### src/hdl/ppa_pkg.sv
`timescale 1ns / 1ps
`default_nettype none

package ppa_pkg;

    localparam int NUM_PAGES = 32;
    localparam int PAGE_W    = $clog2(NUM_PAGES);
    localparam int COUNT_W   = $clog2(NUM_PAGES + 1);
    localparam int OWNER_W   = 9;
    localparam int HANDLE_W  = 32;

    localparam logic signed [OWNER_W-1:0] OWNER_NONE  = -9'sd1;
    localparam logic [HANDLE_W-1:0]       HANDLE_NONE = '0;

    localparam logic STATUS_OK      = 1'b0;
    localparam logic STATUS_NO_FREE = 1'b1;

    typedef enum logic [1:0] {
        FUNC_ALLOC  = 2'd0,
        FUNC_FREE   = 2'd1,
        FUNC_VICTIM = 2'd2,
        FUNC_LOOKUP = 2'd3
    } func_t;

    typedef struct packed {
        logic              found;
        logic [PAGE_W-1:0] page;
    } scan_status_t;

    typedef struct packed {
        logic                        en;
        logic [PAGE_W-1:0]           addr;
        logic signed [OWNER_W-1:0]   owner;
        logic [HANDLE_W-1:0]         handle;
    } table_wr_t;

endpackage

`default_nettype wire

### src/hdl/ppa_req_if.sv
`timescale 1ns / 1ps
`default_nettype none

interface ppa_req_if;

    logic                                 valid;
    logic                                 ready;
    ppa_pkg::func_t                       func;
    logic signed [ppa_pkg::OWNER_W-1:0]   owner_id;
    logic [ppa_pkg::HANDLE_W-1:0]         entry_handle;
    logic [ppa_pkg::PAGE_W-1:0]           page_number;

    modport source (
        output valid, func, owner_id, entry_handle, page_number,
        input  ready
    );

    modport sink (
        input  valid, func, owner_id, entry_handle, page_number,
        output ready
    );

endinterface

`default_nettype wire

### src/hdl/ppa_rsp_if.sv
`timescale 1ns / 1ps
`default_nettype none

interface ppa_rsp_if;

    logic                                 valid;
    logic                                 ready;
    logic                                 status;
    logic [ppa_pkg::PAGE_W-1:0]           page_out;
    logic signed [ppa_pkg::OWNER_W-1:0]   owner_out;
    logic [ppa_pkg::HANDLE_W-1:0]         handle_out;

    modport source (
        output valid, status, page_out, owner_out, handle_out,
        input  ready
    );

    modport sink (
        input  valid, status, page_out, owner_out, handle_out,
        output ready
    );

endinterface

`default_nettype wire

### src/hdl/physical_page_allocator_top.sv
// Physical page allocator for a pool of 32 pages.
// Requests arrive on req (valid/ready); each yields one transfer on rsp.
// req.func selects allocate, free, victim pick or lookup of owner and handle.
// Allocate walks the used-bit map one page per cycle from page 0 with a
// single shared scan unit; allocate with no free page, free and victim
// go straight to the finish state; lookup passes through a read state
// first (one registered table read). req.ready is high only while no
// request is in progress; after a result is handed to the output register
// the next request is taken the following cycle.
// The output register holds one result: if rsp stalls, a finished request
// waits in the finish state until the register frees and req stays low.
// A new request may be accepted while one result waits on rsp.
// Reset frees every page, sets the free count to 32, clears the victim
// pointer and marks every table entry as unset (owner -1, handle 0);
// the unset marks are flip-flops, so no clearing pass follows reset.
`timescale 1ns / 1ps
`default_nettype none

module physical_page_allocator_top (
    input  wire logic   clk,
    input  wire logic   rst_n,
    ppa_req_if.sink     req,
    ppa_rsp_if.source   rsp
);

    typedef enum logic [1:0] {
        ST_IDLE,
        ST_SCAN,
        ST_READ,
        ST_FINISH
    } state_t;

    state_t                              state_reg;
    state_t                              state_next;
    logic [ppa_pkg::NUM_PAGES-1:0]       used_reg;
    logic [ppa_pkg::NUM_PAGES-1:0]       used_next;
    logic [ppa_pkg::COUNT_W-1:0]         free_count_reg;
    logic [ppa_pkg::COUNT_W-1:0]         free_count_next;
    logic [ppa_pkg::PAGE_W-1:0]          victim_reg;
    logic [ppa_pkg::PAGE_W-1:0]          victim_next;
    logic signed [ppa_pkg::OWNER_W-1:0]  req_owner_reg;
    logic signed [ppa_pkg::OWNER_W-1:0]  req_owner_next;
    logic [ppa_pkg::HANDLE_W-1:0]        req_handle_reg;
    logic [ppa_pkg::HANDLE_W-1:0]        req_handle_next;
    logic                                res_status_reg;
    logic                                res_status_next;
    logic [ppa_pkg::PAGE_W-1:0]          res_page_reg;
    logic [ppa_pkg::PAGE_W-1:0]          res_page_next;
    logic signed [ppa_pkg::OWNER_W-1:0]  res_owner_reg;
    logic signed [ppa_pkg::OWNER_W-1:0]  res_owner_next;
    logic [ppa_pkg::HANDLE_W-1:0]        res_handle_reg;
    logic [ppa_pkg::HANDLE_W-1:0]        res_handle_next;
    logic                                out_valid_reg;
    logic                                out_valid_next;
    logic                                out_status_reg;
    logic                                out_status_next;
    logic [ppa_pkg::PAGE_W-1:0]          out_page_reg;
    logic [ppa_pkg::PAGE_W-1:0]          out_page_next;
    logic signed [ppa_pkg::OWNER_W-1:0]  out_owner_reg;
    logic signed [ppa_pkg::OWNER_W-1:0]  out_owner_next;
    logic [ppa_pkg::HANDLE_W-1:0]        out_handle_reg;
    logic [ppa_pkg::HANDLE_W-1:0]        out_handle_next;

    logic                                in_xfer;
    logic                                slot_free;
    logic                                scan_start;
    ppa_pkg::scan_status_t               scan;
    ppa_pkg::table_wr_t                  tbl_wr;
    logic                                tbl_rd_en;
    logic signed [ppa_pkg::OWNER_W-1:0]  tbl_owner;
    logic [ppa_pkg::HANDLE_W-1:0]        tbl_handle;

    assign req.ready  = (state_reg == ST_IDLE);
    assign in_xfer    = req.valid && req.ready;
    assign slot_free  = !out_valid_reg || rsp.ready;
    assign scan_start = in_xfer && (req.func == ppa_pkg::FUNC_ALLOC) && (free_count_reg != '0);
    assign tbl_rd_en  = in_xfer && (req.func == ppa_pkg::FUNC_LOOKUP);

    assign tbl_wr.en     = (state_reg == ST_SCAN) && scan.found;
    assign tbl_wr.addr   = scan.page;
    assign tbl_wr.owner  = req_owner_reg;
    assign tbl_wr.handle = req_handle_reg;

    assign rsp.valid      = out_valid_reg;
    assign rsp.status     = out_status_reg;
    assign rsp.page_out   = out_page_reg;
    assign rsp.owner_out  = out_owner_reg;
    assign rsp.handle_out = out_handle_reg;

    ppa_scan u_scan (
        .clk       (clk),
        .rst_n     (rst_n),
        .start     (scan_start),
        .used_bits (used_reg),
        .scan      (scan)
    );

    ppa_table u_table (
        .clk       (clk),
        .rst_n     (rst_n),
        .wr        (tbl_wr),
        .rd_en     (tbl_rd_en),
        .rd_addr   (req.page_number),
        .rd_owner  (tbl_owner),
        .rd_handle (tbl_handle)
    );

    always_comb
    begin
        state_next      = state_reg;
        used_next       = used_reg;
        free_count_next = free_count_reg;
        victim_next     = victim_reg;
        req_owner_next  = req_owner_reg;
        req_handle_next = req_handle_reg;
        res_status_next = res_status_reg;
        res_page_next   = res_page_reg;
        res_owner_next  = res_owner_reg;
        res_handle_next = res_handle_reg;
        out_valid_next  = out_valid_reg;
        out_status_next = out_status_reg;
        out_page_next   = out_page_reg;
        out_owner_next  = out_owner_reg;
        out_handle_next = out_handle_reg;

        if (out_valid_reg && rsp.ready)
        begin
            out_valid_next = 1'b0;
        end

        unique case (state_reg)
            ST_IDLE:
            begin
                if (in_xfer)
                begin
                    req_owner_next  = req.owner_id;
                    req_handle_next = req.entry_handle;
                    res_status_next = ppa_pkg::STATUS_OK;
                    res_page_next   = '0;
                    res_owner_next  = '0;
                    res_handle_next = '0;
                    unique case (req.func)
                        ppa_pkg::FUNC_ALLOC:
                        begin
                            if (free_count_reg != '0)
                            begin
                                state_next = ST_SCAN;
                            end
                            else
                            begin
                                res_status_next = ppa_pkg::STATUS_NO_FREE;
                                state_next      = ST_FINISH;
                            end
                        end
                        ppa_pkg::FUNC_FREE:
                        begin
                            if (used_reg[req.page_number])
                            begin
                                used_next[req.page_number] = 1'b0;
                                free_count_next            = free_count_reg + 1'b1;
                            end
                            state_next = ST_FINISH;
                        end
                        ppa_pkg::FUNC_VICTIM:
                        begin
                            res_page_next = victim_reg;
                            if (victim_reg == ppa_pkg::PAGE_W'(ppa_pkg::NUM_PAGES - 1))
                            begin
                                victim_next = '0;
                            end
                            else
                            begin
                                victim_next = victim_reg + 1'b1;
                            end
                            state_next = ST_FINISH;
                        end
                        ppa_pkg::FUNC_LOOKUP:
                        begin
                            res_page_next = req.page_number;
                            state_next    = ST_READ;
                        end
                        default:
                        begin
                            state_next = ST_IDLE;
                        end
                    endcase
                end
            end
            ST_SCAN:
            begin
                if (scan.found)
                begin
                    used_next[scan.page] = 1'b1;
                    free_count_next      = free_count_reg - 1'b1;
                    res_page_next        = scan.page;
                    state_next           = ST_FINISH;
                end
            end
            ST_READ:
            begin
                res_owner_next  = tbl_owner;
                res_handle_next = tbl_handle;
                state_next      = ST_FINISH;
            end
            ST_FINISH:
            begin
                if (slot_free)
                begin
                    out_valid_next  = 1'b1;
                    out_status_next = res_status_reg;
                    out_page_next   = res_page_reg;
                    out_owner_next  = res_owner_reg;
                    out_handle_next = res_handle_reg;
                    state_next      = ST_IDLE;
                end
            end
            default:
            begin
                state_next = ST_IDLE;
            end
        endcase
    end

    always_ff @(posedge clk or negedge rst_n)
    begin
        if (!rst_n)
        begin
            state_reg      <= ST_IDLE;
            used_reg       <= '0;
            free_count_reg <= ppa_pkg::COUNT_W'(ppa_pkg::NUM_PAGES);
            victim_reg     <= '0;
            out_valid_reg  <= 1'b0;
        end
        else
        begin
            state_reg      <= state_next;
            used_reg       <= used_next;
            free_count_reg <= free_count_next;
            victim_reg     <= victim_next;
            out_valid_reg  <= out_valid_next;
        end
    end

    always_ff @(posedge clk)
    begin
        req_owner_reg  <= req_owner_next;
        req_handle_reg <= req_handle_next;
        res_status_reg <= res_status_next;
        res_page_reg   <= res_page_next;
        res_owner_reg  <= res_owner_next;
        res_handle_reg <= res_handle_next;
        out_status_reg <= out_status_next;
        out_page_reg   <= out_page_next;
        out_owner_reg  <= out_owner_next;
        out_handle_reg <= out_handle_next;
    end

`ifndef ASSERT_OFF
    a_count_matches_map: assert property (@(posedge clk) disable iff (!rst_n)
        (ppa_pkg::COUNT_W'($countones(used_reg)) + free_count_reg)
            == ppa_pkg::COUNT_W'(ppa_pkg::NUM_PAGES))
        else $error("free count disagrees with used-bit map");

    a_scan_has_room: assert property (@(posedge clk) disable iff (!rst_n)
        (state_reg == ST_SCAN) |-> (free_count_reg != '0))
        else $error("scan running with no free page");

    a_busy_after_xfer: assert property (@(posedge clk) disable iff (!rst_n)
        in_xfer |=> !req.ready)
        else $error("request taken while previous request in progress");

    a_found_is_free: assert property (@(posedge clk) disable iff (!rst_n)
        tbl_wr.en |=> used_reg[$past(scan.page)])
        else $error("allocated page not marked used");
`endif

endmodule

`default_nettype wire

### src/hdl/ppa_scan.sv
`timescale 1ns / 1ps
`default_nettype none

module ppa_scan (
    input  wire logic                              clk,
    input  wire logic                              rst_n,
    input  wire logic                              start,
    input  wire logic [ppa_pkg::NUM_PAGES-1:0]     used_bits,
    output ppa_pkg::scan_status_t                  scan
);

    logic                        active_reg;
    logic                        active_next;
    logic [ppa_pkg::PAGE_W-1:0]  idx_reg;
    logic [ppa_pkg::PAGE_W-1:0]  idx_next;
    logic                        hit;

    assign hit        = active_reg && !used_bits[idx_reg];
    assign scan.found = hit;
    assign scan.page  = idx_reg;

    always_comb
    begin
        active_next = active_reg;
        idx_next    = idx_reg;
        if (start)
        begin
            active_next = 1'b1;
            idx_next    = '0;
        end
        else if (active_reg)
        begin
            if (hit)
            begin
                active_next = 1'b0;
            end
            else
            begin
                idx_next = idx_reg + 1'b1;
            end
        end
    end

    always_ff @(posedge clk or negedge rst_n)
    begin
        if (!rst_n)
        begin
            active_reg <= 1'b0;
            idx_reg    <= '0;
        end
        else
        begin
            active_reg <= active_next;
            idx_reg    <= idx_next;
        end
    end

endmodule

`default_nettype wire

### src/hdl/ppa_table.sv
`timescale 1ns / 1ps
`default_nettype none

module ppa_table (
    input  wire logic                                    clk,
    input  wire logic                                    rst_n,
    input  wire ppa_pkg::table_wr_t                      wr,
    input  wire logic                                    rd_en,
    input  wire logic [ppa_pkg::PAGE_W-1:0]              rd_addr,
    output logic signed [ppa_pkg::OWNER_W-1:0]           rd_owner,
    output logic [ppa_pkg::HANDLE_W-1:0]                 rd_handle
);

    logic signed [ppa_pkg::OWNER_W-1:0]  owner_mem  [ppa_pkg::NUM_PAGES];
    logic [ppa_pkg::HANDLE_W-1:0]        handle_mem [ppa_pkg::NUM_PAGES];
    logic [ppa_pkg::NUM_PAGES-1:0]       valid_reg;
    logic signed [ppa_pkg::OWNER_W-1:0]  rd_owner_reg;
    logic [ppa_pkg::HANDLE_W-1:0]        rd_handle_reg;

    assign rd_owner  = rd_owner_reg;
    assign rd_handle = rd_handle_reg;

    always_ff @(posedge clk or negedge rst_n)
    begin
        if (!rst_n)
        begin
            valid_reg <= '0;
        end
        else if (wr.en)
        begin
            valid_reg[wr.addr] <= 1'b1;
        end
    end

    always_ff @(posedge clk)
    begin
        if (wr.en)
        begin
            owner_mem[wr.addr]  <= wr.owner;
            handle_mem[wr.addr] <= wr.handle;
        end
    end

    always_ff @(posedge clk)
    begin
        if (rd_en)
        begin
            if (valid_reg[rd_addr])
            begin
                rd_owner_reg  <= owner_mem[rd_addr];
                rd_handle_reg <= handle_mem[rd_addr];
            end
            else
            begin
                rd_owner_reg  <= ppa_pkg::OWNER_NONE;
                rd_handle_reg <= ppa_pkg::HANDLE_NONE;
            end
        end
    end

endmodule

`default_nettype wire
### src/flat_wrapper.sv
// flat-port wrapper written by rule: the top's interface ports become plain ports
module physical_page_allocator_top_flat 
  (clk, rst_n, req_valid, req_func, req_owner_id, req_entry_handle, req_page_number, req_ready, rsp_valid, rsp_status, rsp_page_out, rsp_owner_out, rsp_handle_out, rsp_ready);
  ppa_req_if req_i ();
  ppa_rsp_if rsp_i ();
  input  wire logic clk;
  input  wire logic rst_n;
  input wire logic [$bits(req_i.valid)-1:0] req_valid;
  input wire logic [$bits(req_i.func)-1:0] req_func;
  input wire logic [$bits(req_i.owner_id)-1:0] req_owner_id;
  input wire logic [$bits(req_i.entry_handle)-1:0] req_entry_handle;
  input wire logic [$bits(req_i.page_number)-1:0] req_page_number;
  output wire logic [$bits(req_i.ready)-1:0] req_ready;
  output wire logic [$bits(rsp_i.valid)-1:0] rsp_valid;
  output wire logic [$bits(rsp_i.status)-1:0] rsp_status;
  output wire logic [$bits(rsp_i.page_out)-1:0] rsp_page_out;
  output wire logic [$bits(rsp_i.owner_out)-1:0] rsp_owner_out;
  output wire logic [$bits(rsp_i.handle_out)-1:0] rsp_handle_out;
  input wire logic [$bits(rsp_i.ready)-1:0] rsp_ready;
  assign req_i.valid = req_valid;
  assign req_i.func = req_func;
  assign req_i.owner_id = req_owner_id;
  assign req_i.entry_handle = req_entry_handle;
  assign req_i.page_number = req_page_number;
  assign req_ready = req_i.ready;
  assign rsp_valid = rsp_i.valid;
  assign rsp_status = rsp_i.status;
  assign rsp_page_out = rsp_i.page_out;
  assign rsp_owner_out = rsp_i.owner_out;
  assign rsp_handle_out = rsp_i.handle_out;
  assign rsp_i.ready = rsp_ready;
  physical_page_allocator_top u_core (.clk(clk), .rst_n(rst_n), .req(req_i), .rsp(rsp_i));
endmodule
### config.mk
export PLATFORM = sky130hd
export DESIGN_NAME = physical_page_allocator_top_flat
export DESIGN_NICKNAME = d
export VERILOG_FILES = /design/src/hdl/ppa_pkg.sv /design/src/hdl/ppa_req_if.sv /design/src/hdl/ppa_rsp_if.sv /design/src/hdl/physical_page_allocator_top.sv /design/src/hdl/ppa_scan.sv /design/src/hdl/ppa_table.sv /design/src/flat_wrapper.sv
export SDC_FILE = /design/constraint.sdc
export NUM_CORES = 2
export LEC_CHECK = 0
export ABC_CLOCK_PERIOD_IN_PS = 6400
export BUFFER_PORTS_ARGS = -buffer_cell sky130_fd_sc_hd__buf_2
export CAP_MARGIN = 10
export CORE_MARGIN = 8
export CORE_UTILIZATION = 40
export DETAILED_ROUTE_END_ITERATION = 12
export PLACE_DENSITY = 0.53
export SYNTH_ARGS = -nofsm -noshare
export SYNTH_HDL_FRONTEND = slang
export SYNTH_SLANG_ARGS = --single-unit
### constraint.sdc
create_clock -name clk -period 6.4 [get_ports clk]
set_clock_uncertainty 0.05 [all_clocks]
set_input_delay 0.96 -clock clk [delete_from_list [all_inputs] [get_ports clk]]
set_output_delay 0.96 -clock clk [all_outputs]
set_load 0.01 [all_outputs]
; ---- After elaboration in Yosys (flattened, before gate mapping)
; Memories as Yosys holds them, arrays and structs flattened. A register that Yosys moved wholly into a read port is not among the register bits.
; Cells that the tools add are included.
[totals]
n_memories = 2
inputBits = 52
word_cells = 121
output_inout_bits = 49
mem_bits_rw = 1312
register_bits = 219
[memory_table]
columns = memory, depth, width, read_ports, rd_clocked_by_memory_dff, wr, line_no
row1 = u_core.u_table.handle_mem, 32, 32, 1, 1, 1, ppa_table.sv:15  ; logic [ppa_pkg::HANDLE_W-1:0] handle_mem [ppa_pkg::NUM_PAGES];
row2 = u_core.u_table.owner_mem, 32, 9, 1, 1, 1, ppa_table.sv:14  ; logic signed [ppa_pkg::OWNER_W-1:0] owner_mem [ppa_pkg::NUM_PAGES];
[op_classes]
mux = 47
addsub = 4
reduce_logical = 29
n_lt_le_gt_ge = 4
bitwise = 4
n_eq_ne = 13
[ops]
columns = cell, n
row1 = 32-bit 2-to-1 mux, 5
row2 = 32-bit case mux with 2 select lines, 2
row3 = 32-bit OR, 2
row4 = 32-bit AND, 1
row5 = 32-bit inverter, 1
row6 = 5-bit 2-to-1 mux, 6
row7 = 6-bit 2-to-1 mux, 4
row8 = 5-bit case mux with 2 select lines, 2
row9 = 9-bit case mux with 2 select lines, 1
row10 = 1-bit binary-select mux with 5-bit select, 3
row11 = 1-bit 2-to-1 mux, 14
row12 = "5-bit by 6-bit less-than comparator with 1-bit output, second input constant", 2
row13 = 6-bit case mux with 2 select lines, 1
row14 = "5-bit by 1-bit adder with 5-bit output, second input constant", 2
row15 = 1-bit demux with 5-bit select, 2
row16 = "5-bit by 1-bit greater-or-equal comparator with 1-bit output, second input constant", 2
row17 = 1-bit logical AND, 9
row18 = 9-bit 2-to-1 mux, 1
row19 = 3-bit AND reduction, 3
row20 = "2-bit equality test, second input constant", 4
row21 = 2-bit 2-to-1 mux, 4
row22 = "2-bit != test, second input constant", 4
row23 = 2-bit case mux with 4 select lines, 1
row24 = 2-bit AND reduction, 4
row25 = 13 further kinds, 21

; ---- Logic depth before layout (Yosys ltp)
[depth]
word_depth = 10
mapped_depth = 12
depth_no_buf = 10

; ---- By module
; A second synthesis with hierarchy kept.
[hier_totals]
hier_cells = 3187
hier_area_um2 = 61637.9
[by_module_without_submodules]
columns = mod, seq_area_each_um2, cells_per_inst, area_per_inst_um2, n_inst
row1 = ppa_table, 41429.7, 2640, 53671.5, 1
row2 = physical_page_allocator_top, 5206.2, 487, 7293.2, 1
row3 = ppa_scan, 150.1, 60, 673.1, 1

; ---- Least setup slack after synthesis
; OpenSTA, ideal clock, no wires.
[synth_timing]
path_kind = register -> register
from = register u_core.u_scan.idx_reg[0] (netlist bit)
to = memory u_core.u_table.handle_mem[12][0] (netlist bit) (enable)
setup_ns = 0.467
path_buffers = 2
t_required_ns = 5.883
synth_period_minus_slack_ns = 4.326
path_stages_with_launch = 8
setup_slack_ns = 2.074
t_arrival_ns = 3.809
cell_sequence = dfrtp_1 > buf_6 > buf_6 > mux2i_1 > o32ai_2 > nor3_2 > nand4_2 > nor4_2
[synth_via]
elab_chain_cells = 7
[synth_rtl]
columns = item, line_no
row1 = "start, declared", ppa_scan.sv:14  ; logic [ppa_pkg::PAGE_W-1:0] idx_reg;
row2 = "start signal, assigned", ppa_scan.sv:54  ; idx_reg <= idx_next;
row3 = 1-bit binary-select mux with 5-bit select, ppa_scan.sv:18  ; assign hit = active_reg && !used_bits[idx_reg];
row4 = 1-bit 2-to-1 mux (implied by the code), ppa_scan.sv:18
row5 = 1-bit logical NOT, ppa_scan.sv:18
row6 = 1-bit logical AND, ppa_scan.sv:18
row7 = 1-bit logical AND, physical_page_allocator_top.sv:79  ; assign tbl_wr.en = (state_reg == ST_SCAN) && scan.found;
row8 = 1-bit 2-to-1 mux, ppa_table.sv:37  ; if (wr.en)
row9 = 1-bit 2-to-1 mux (implied by the code), ppa_table.sv:40  ; handle_mem[wr.addr] <= wr.handle;
row10 = "end, declared", ppa_table.sv:15
; Parallel ways exist; a longest one is shown, timed or not. The select of a mux whose other input is x is not followed.

; ---- Final worst setup path
[layout_timing]
from = register u_core.u_scan.idx_reg[0] (netlist bit)
to = memory u_core.u_table.handle_mem[19][4] (netlist bit) (enable)
; The elaborated chain is that of the path after synthesis.

==> key figures <==
Run status
  • Outcome: complete, no violations

Synthesis
  • Mapped Cells: 2,689
  • Post-synth top area share: 75.0%
  • Sequential area share after synthesis: 78.5%
  • Top cells by count, synth: edfxtp_1, mux4_2, a22oi_1
  • Top_reg_cell synth: edfxtp_1
  • Top cells by area, synth: edfxtp_1, mux4_2, dfrtp_1
  • Yosys top cell by area: edfxtp_1
  • Syn avg cell area: 22.2 um^2
  • Net Count, Synth: 2,753
  • Yosys reg bits: 1,572
  • Asr flop ratio synth: 5.34%
  • Top-count cell post-synth: edfxtp_1
  • Syn Std Cell Area: 59,600 um^2
  • Post-synthesis cell type count: 69
  • Warnings from Yosys: 0
  • Number of synthesized flops with an enable pin: 1,488

Floorplan
  • Overall die width: 402 um
  • Die area: 162,000 um^2
  • Core Rows: 141
  • # IOs: 101
  • Die height: 402 um
  • Core box area: 148,000 um^2
  • Starting density of the core: 40.3%

Clocking
  • CTS sink count: 1,572
  • Worst-Skew Late Latency: 0.80 ns
  • Num CTS Buffers: 167
  • Max Root-Sink Buffers: 3
  • H-Tree Depth: 4
  • Reg clk slew, reported paths: 0.06 ns
  • CTS root buf: clkbuf_16
  • Setup bufs post-CTS: 0
  • TritonCTS clock tree: done

Setup path
  • Cell family contributing the most delay on the critical path: simple AND/OR/NAND/NOR gates
  • Worst Setup Start Kind: flip-flop
  • CP required: 6.83 ns
  • CP Capture Type: flip-flop
  • Slowest CP cell: dfrtp_1
  • Crit-path cells: mux2i_1 > nor2_1 > o311ai_2 > nand4_2 > or3_1 > nor2_4 > buf_12
  • CP max FO: 23
  • Crit path buf inv count: 1
  • Worst endpoint data arrival time: 4.71 ns
  • Max incr delay on CP: 1.06 ns
  • Crit Path Class: flip-flop to flip-flop

Global routing
  • Vias in the first global route: 29,900
  • GRT Residual Overflow: 0
  • Global-route wire length before repair: 221,000 um
  • Largest net degree at the start of global routing: 109
  • GRT Total Usage: 18.9%
  • Initial antenna violation count: 4

Timing
  • RSZ-0062 raised after global routing: false
  • Worst slew margin: 18.8%
  • Tmin final: 4.29 ns
  • Maximum clock rate: 233 MHz
  • Endpoints failing setup: 0
  • Final hold slack: 0.274 ns
  • Endpoints failing hold: 0
  • Pins over their slew limit: 0
  • Post-route clock period utilization: 67.0%
  • Slew @ Worst Pin: 1.22 ns
  • Setup tns final: 0 ns

Power and ir drop
  • Leak: 21.8 nW
  • Power per Cell Area: 348 nW/um^2
  • Peak supply drop: 0.205 mV

Routing
  • Via count: 28,600
  • Via density per instance: 5.79
  • DR pass1 iterations: 5
  • Avg WL per Cell: 31.4 um
  • DRT iter0 DRCs: 2,862
  • Post-DRT Antenna Nets: 0
  • DRC Markers: 0
  • DRT Wirelength: 155,000 um

Placed design
  • Hpwl dp: 80,300 um
  • Placer Congestion: 0.777
  • Port-buffer cells: 100
  • Area of placed instances: 62,800 um^2

Cells and area
  • Layout overhead on the synthesized area: 14.3%
  • Number of flip-flops under the largest register name: 1,024
  • Biggest regs: u_core.u_table.handle_mem x1024, u_core.u_table.owner_mem x288
  • Layout cell share with drive strength beyond 1: 27.5%
  • # fillers: 12,200
  • Final instance area: 68,100 um^2
  • Layout Utilization: 46.1%
  • Biggest register: u_core.u_table.handle_mem
  • Final nets: 2,943

Hold path
  • Min-Delay Path Class: input port to flip-flop

Run
  • Maxcap violations: 0
[metal layers]
metal / up-vias / routed length (um) / GRT usage (%)
met4: 2 / 3530 / 5.17
met5: - / 11 / 0
met3: 226 / 9710 / 3.68
met1: 15600 / 67200 / 26.6
met2: 1009 / 74800 / 30.4
li1: 11800 / - / -
[kinds of logic after synthesis]
logic type	Yosys count	share of synthesized area, %
flops	1572	78.5
mux	380	13.5
compound gates	314	3.84
xor+xnor	9	0.132
simple gates	237	2.57
buf+inv	165	1.24
fa+ha+maj	12	0.252
[where the power goes]
part	internal (W)	switching [W]	leakage [nW]
registers	0.0120	0.000512	14.6
clock network	0.00531	0.00402	2.55
logic	0.000621	0.00125	4.66
total	0.0179	0.00578	21.8
[timing repair]
action,4_1_cts,5_1_grt
gates resized for setup,0,0
hold buffers,1,0
setup endpoints to repair,0,0
endpoints found under the hold margin,11,0
[metrics by stage]
| stage | setup slack, ns | power, W | cells |
|---|---|---|---|
| final | 2.11 | 0.0237 | 4944 |
| after global routing | 1.90 | 0.0245 | 4943 |
| after CTS | 2.02 | 0.0240 | 4943 |
| after detailed placement | 2.06 | 0.0147 | 4639 |
| after global placement | 2.06 | 0.0146 | 4639 |
| after floorplan | 2.07 | 0.0137 | 2689 |
[worst paths after layout]
check / endpoint / cells past startpoint / slack [ns] / from
max in group asynchronous: u_core.u_table.valid_reg[4]$_DFFE_PN0N_ / 3 / 4.57 / rst_n
min reg2reg: u_core.rsp.handle_out[19]$_DFFE_PP_ / 0 / 0.36 / u_core.res_handle_reg[19]$_SDFFCE_PN0P_
min in group asynchronous: u_core.used_reg[10]$_DFFE_PN0P_ / 2 / 0.59 / rst_n
max: u_core.u_table.handle_mem[19][4]$_DFFE_PP_ / 7 / 2.11 / u_core.u_scan.idx_reg[0]$_DFFE_PN0P_
min: u_core.req_owner_reg[5]$_DFFE_PP_ / 1 / 0.27 / req_owner_id[5]
max reg2reg: u_core.u_table.handle_mem[19][4]$_DFFE_PP_ / 7 / 2.11 / u_core.u_scan.idx_reg[0]$_DFFE_PN0P_
[placed cells by master (no fill, tap or decap), types with 37 or more instances in the layout]
cell type  count
clkinv_1      37
mux2i_1       37
a31oi_1       58
a21oi_1       42
clkbuf_16    169
a22o_1        41
mux4_2       336
buf_4         58
a221oi_1      41
edfxtp_1    1488
buf_2         97
dfrtp_1       83
a22oi_1       88
and2_1        42
[area by class of cell]
cell class,count,area [um^2],share of cell area [%]
antenna,1,2.50,0.00367
sequential,1572,46800,68.7
tap,1930,2410,3.55
timing repair buffer,173,1260,1.85
clock buffer,205,4390,6.45
clock inverter,98,887,1.30
multi-input combinational,952,12300,18.1
inverter,13,50.0,0.0735
Note: power is estimated with default switching activity, not from simulation.
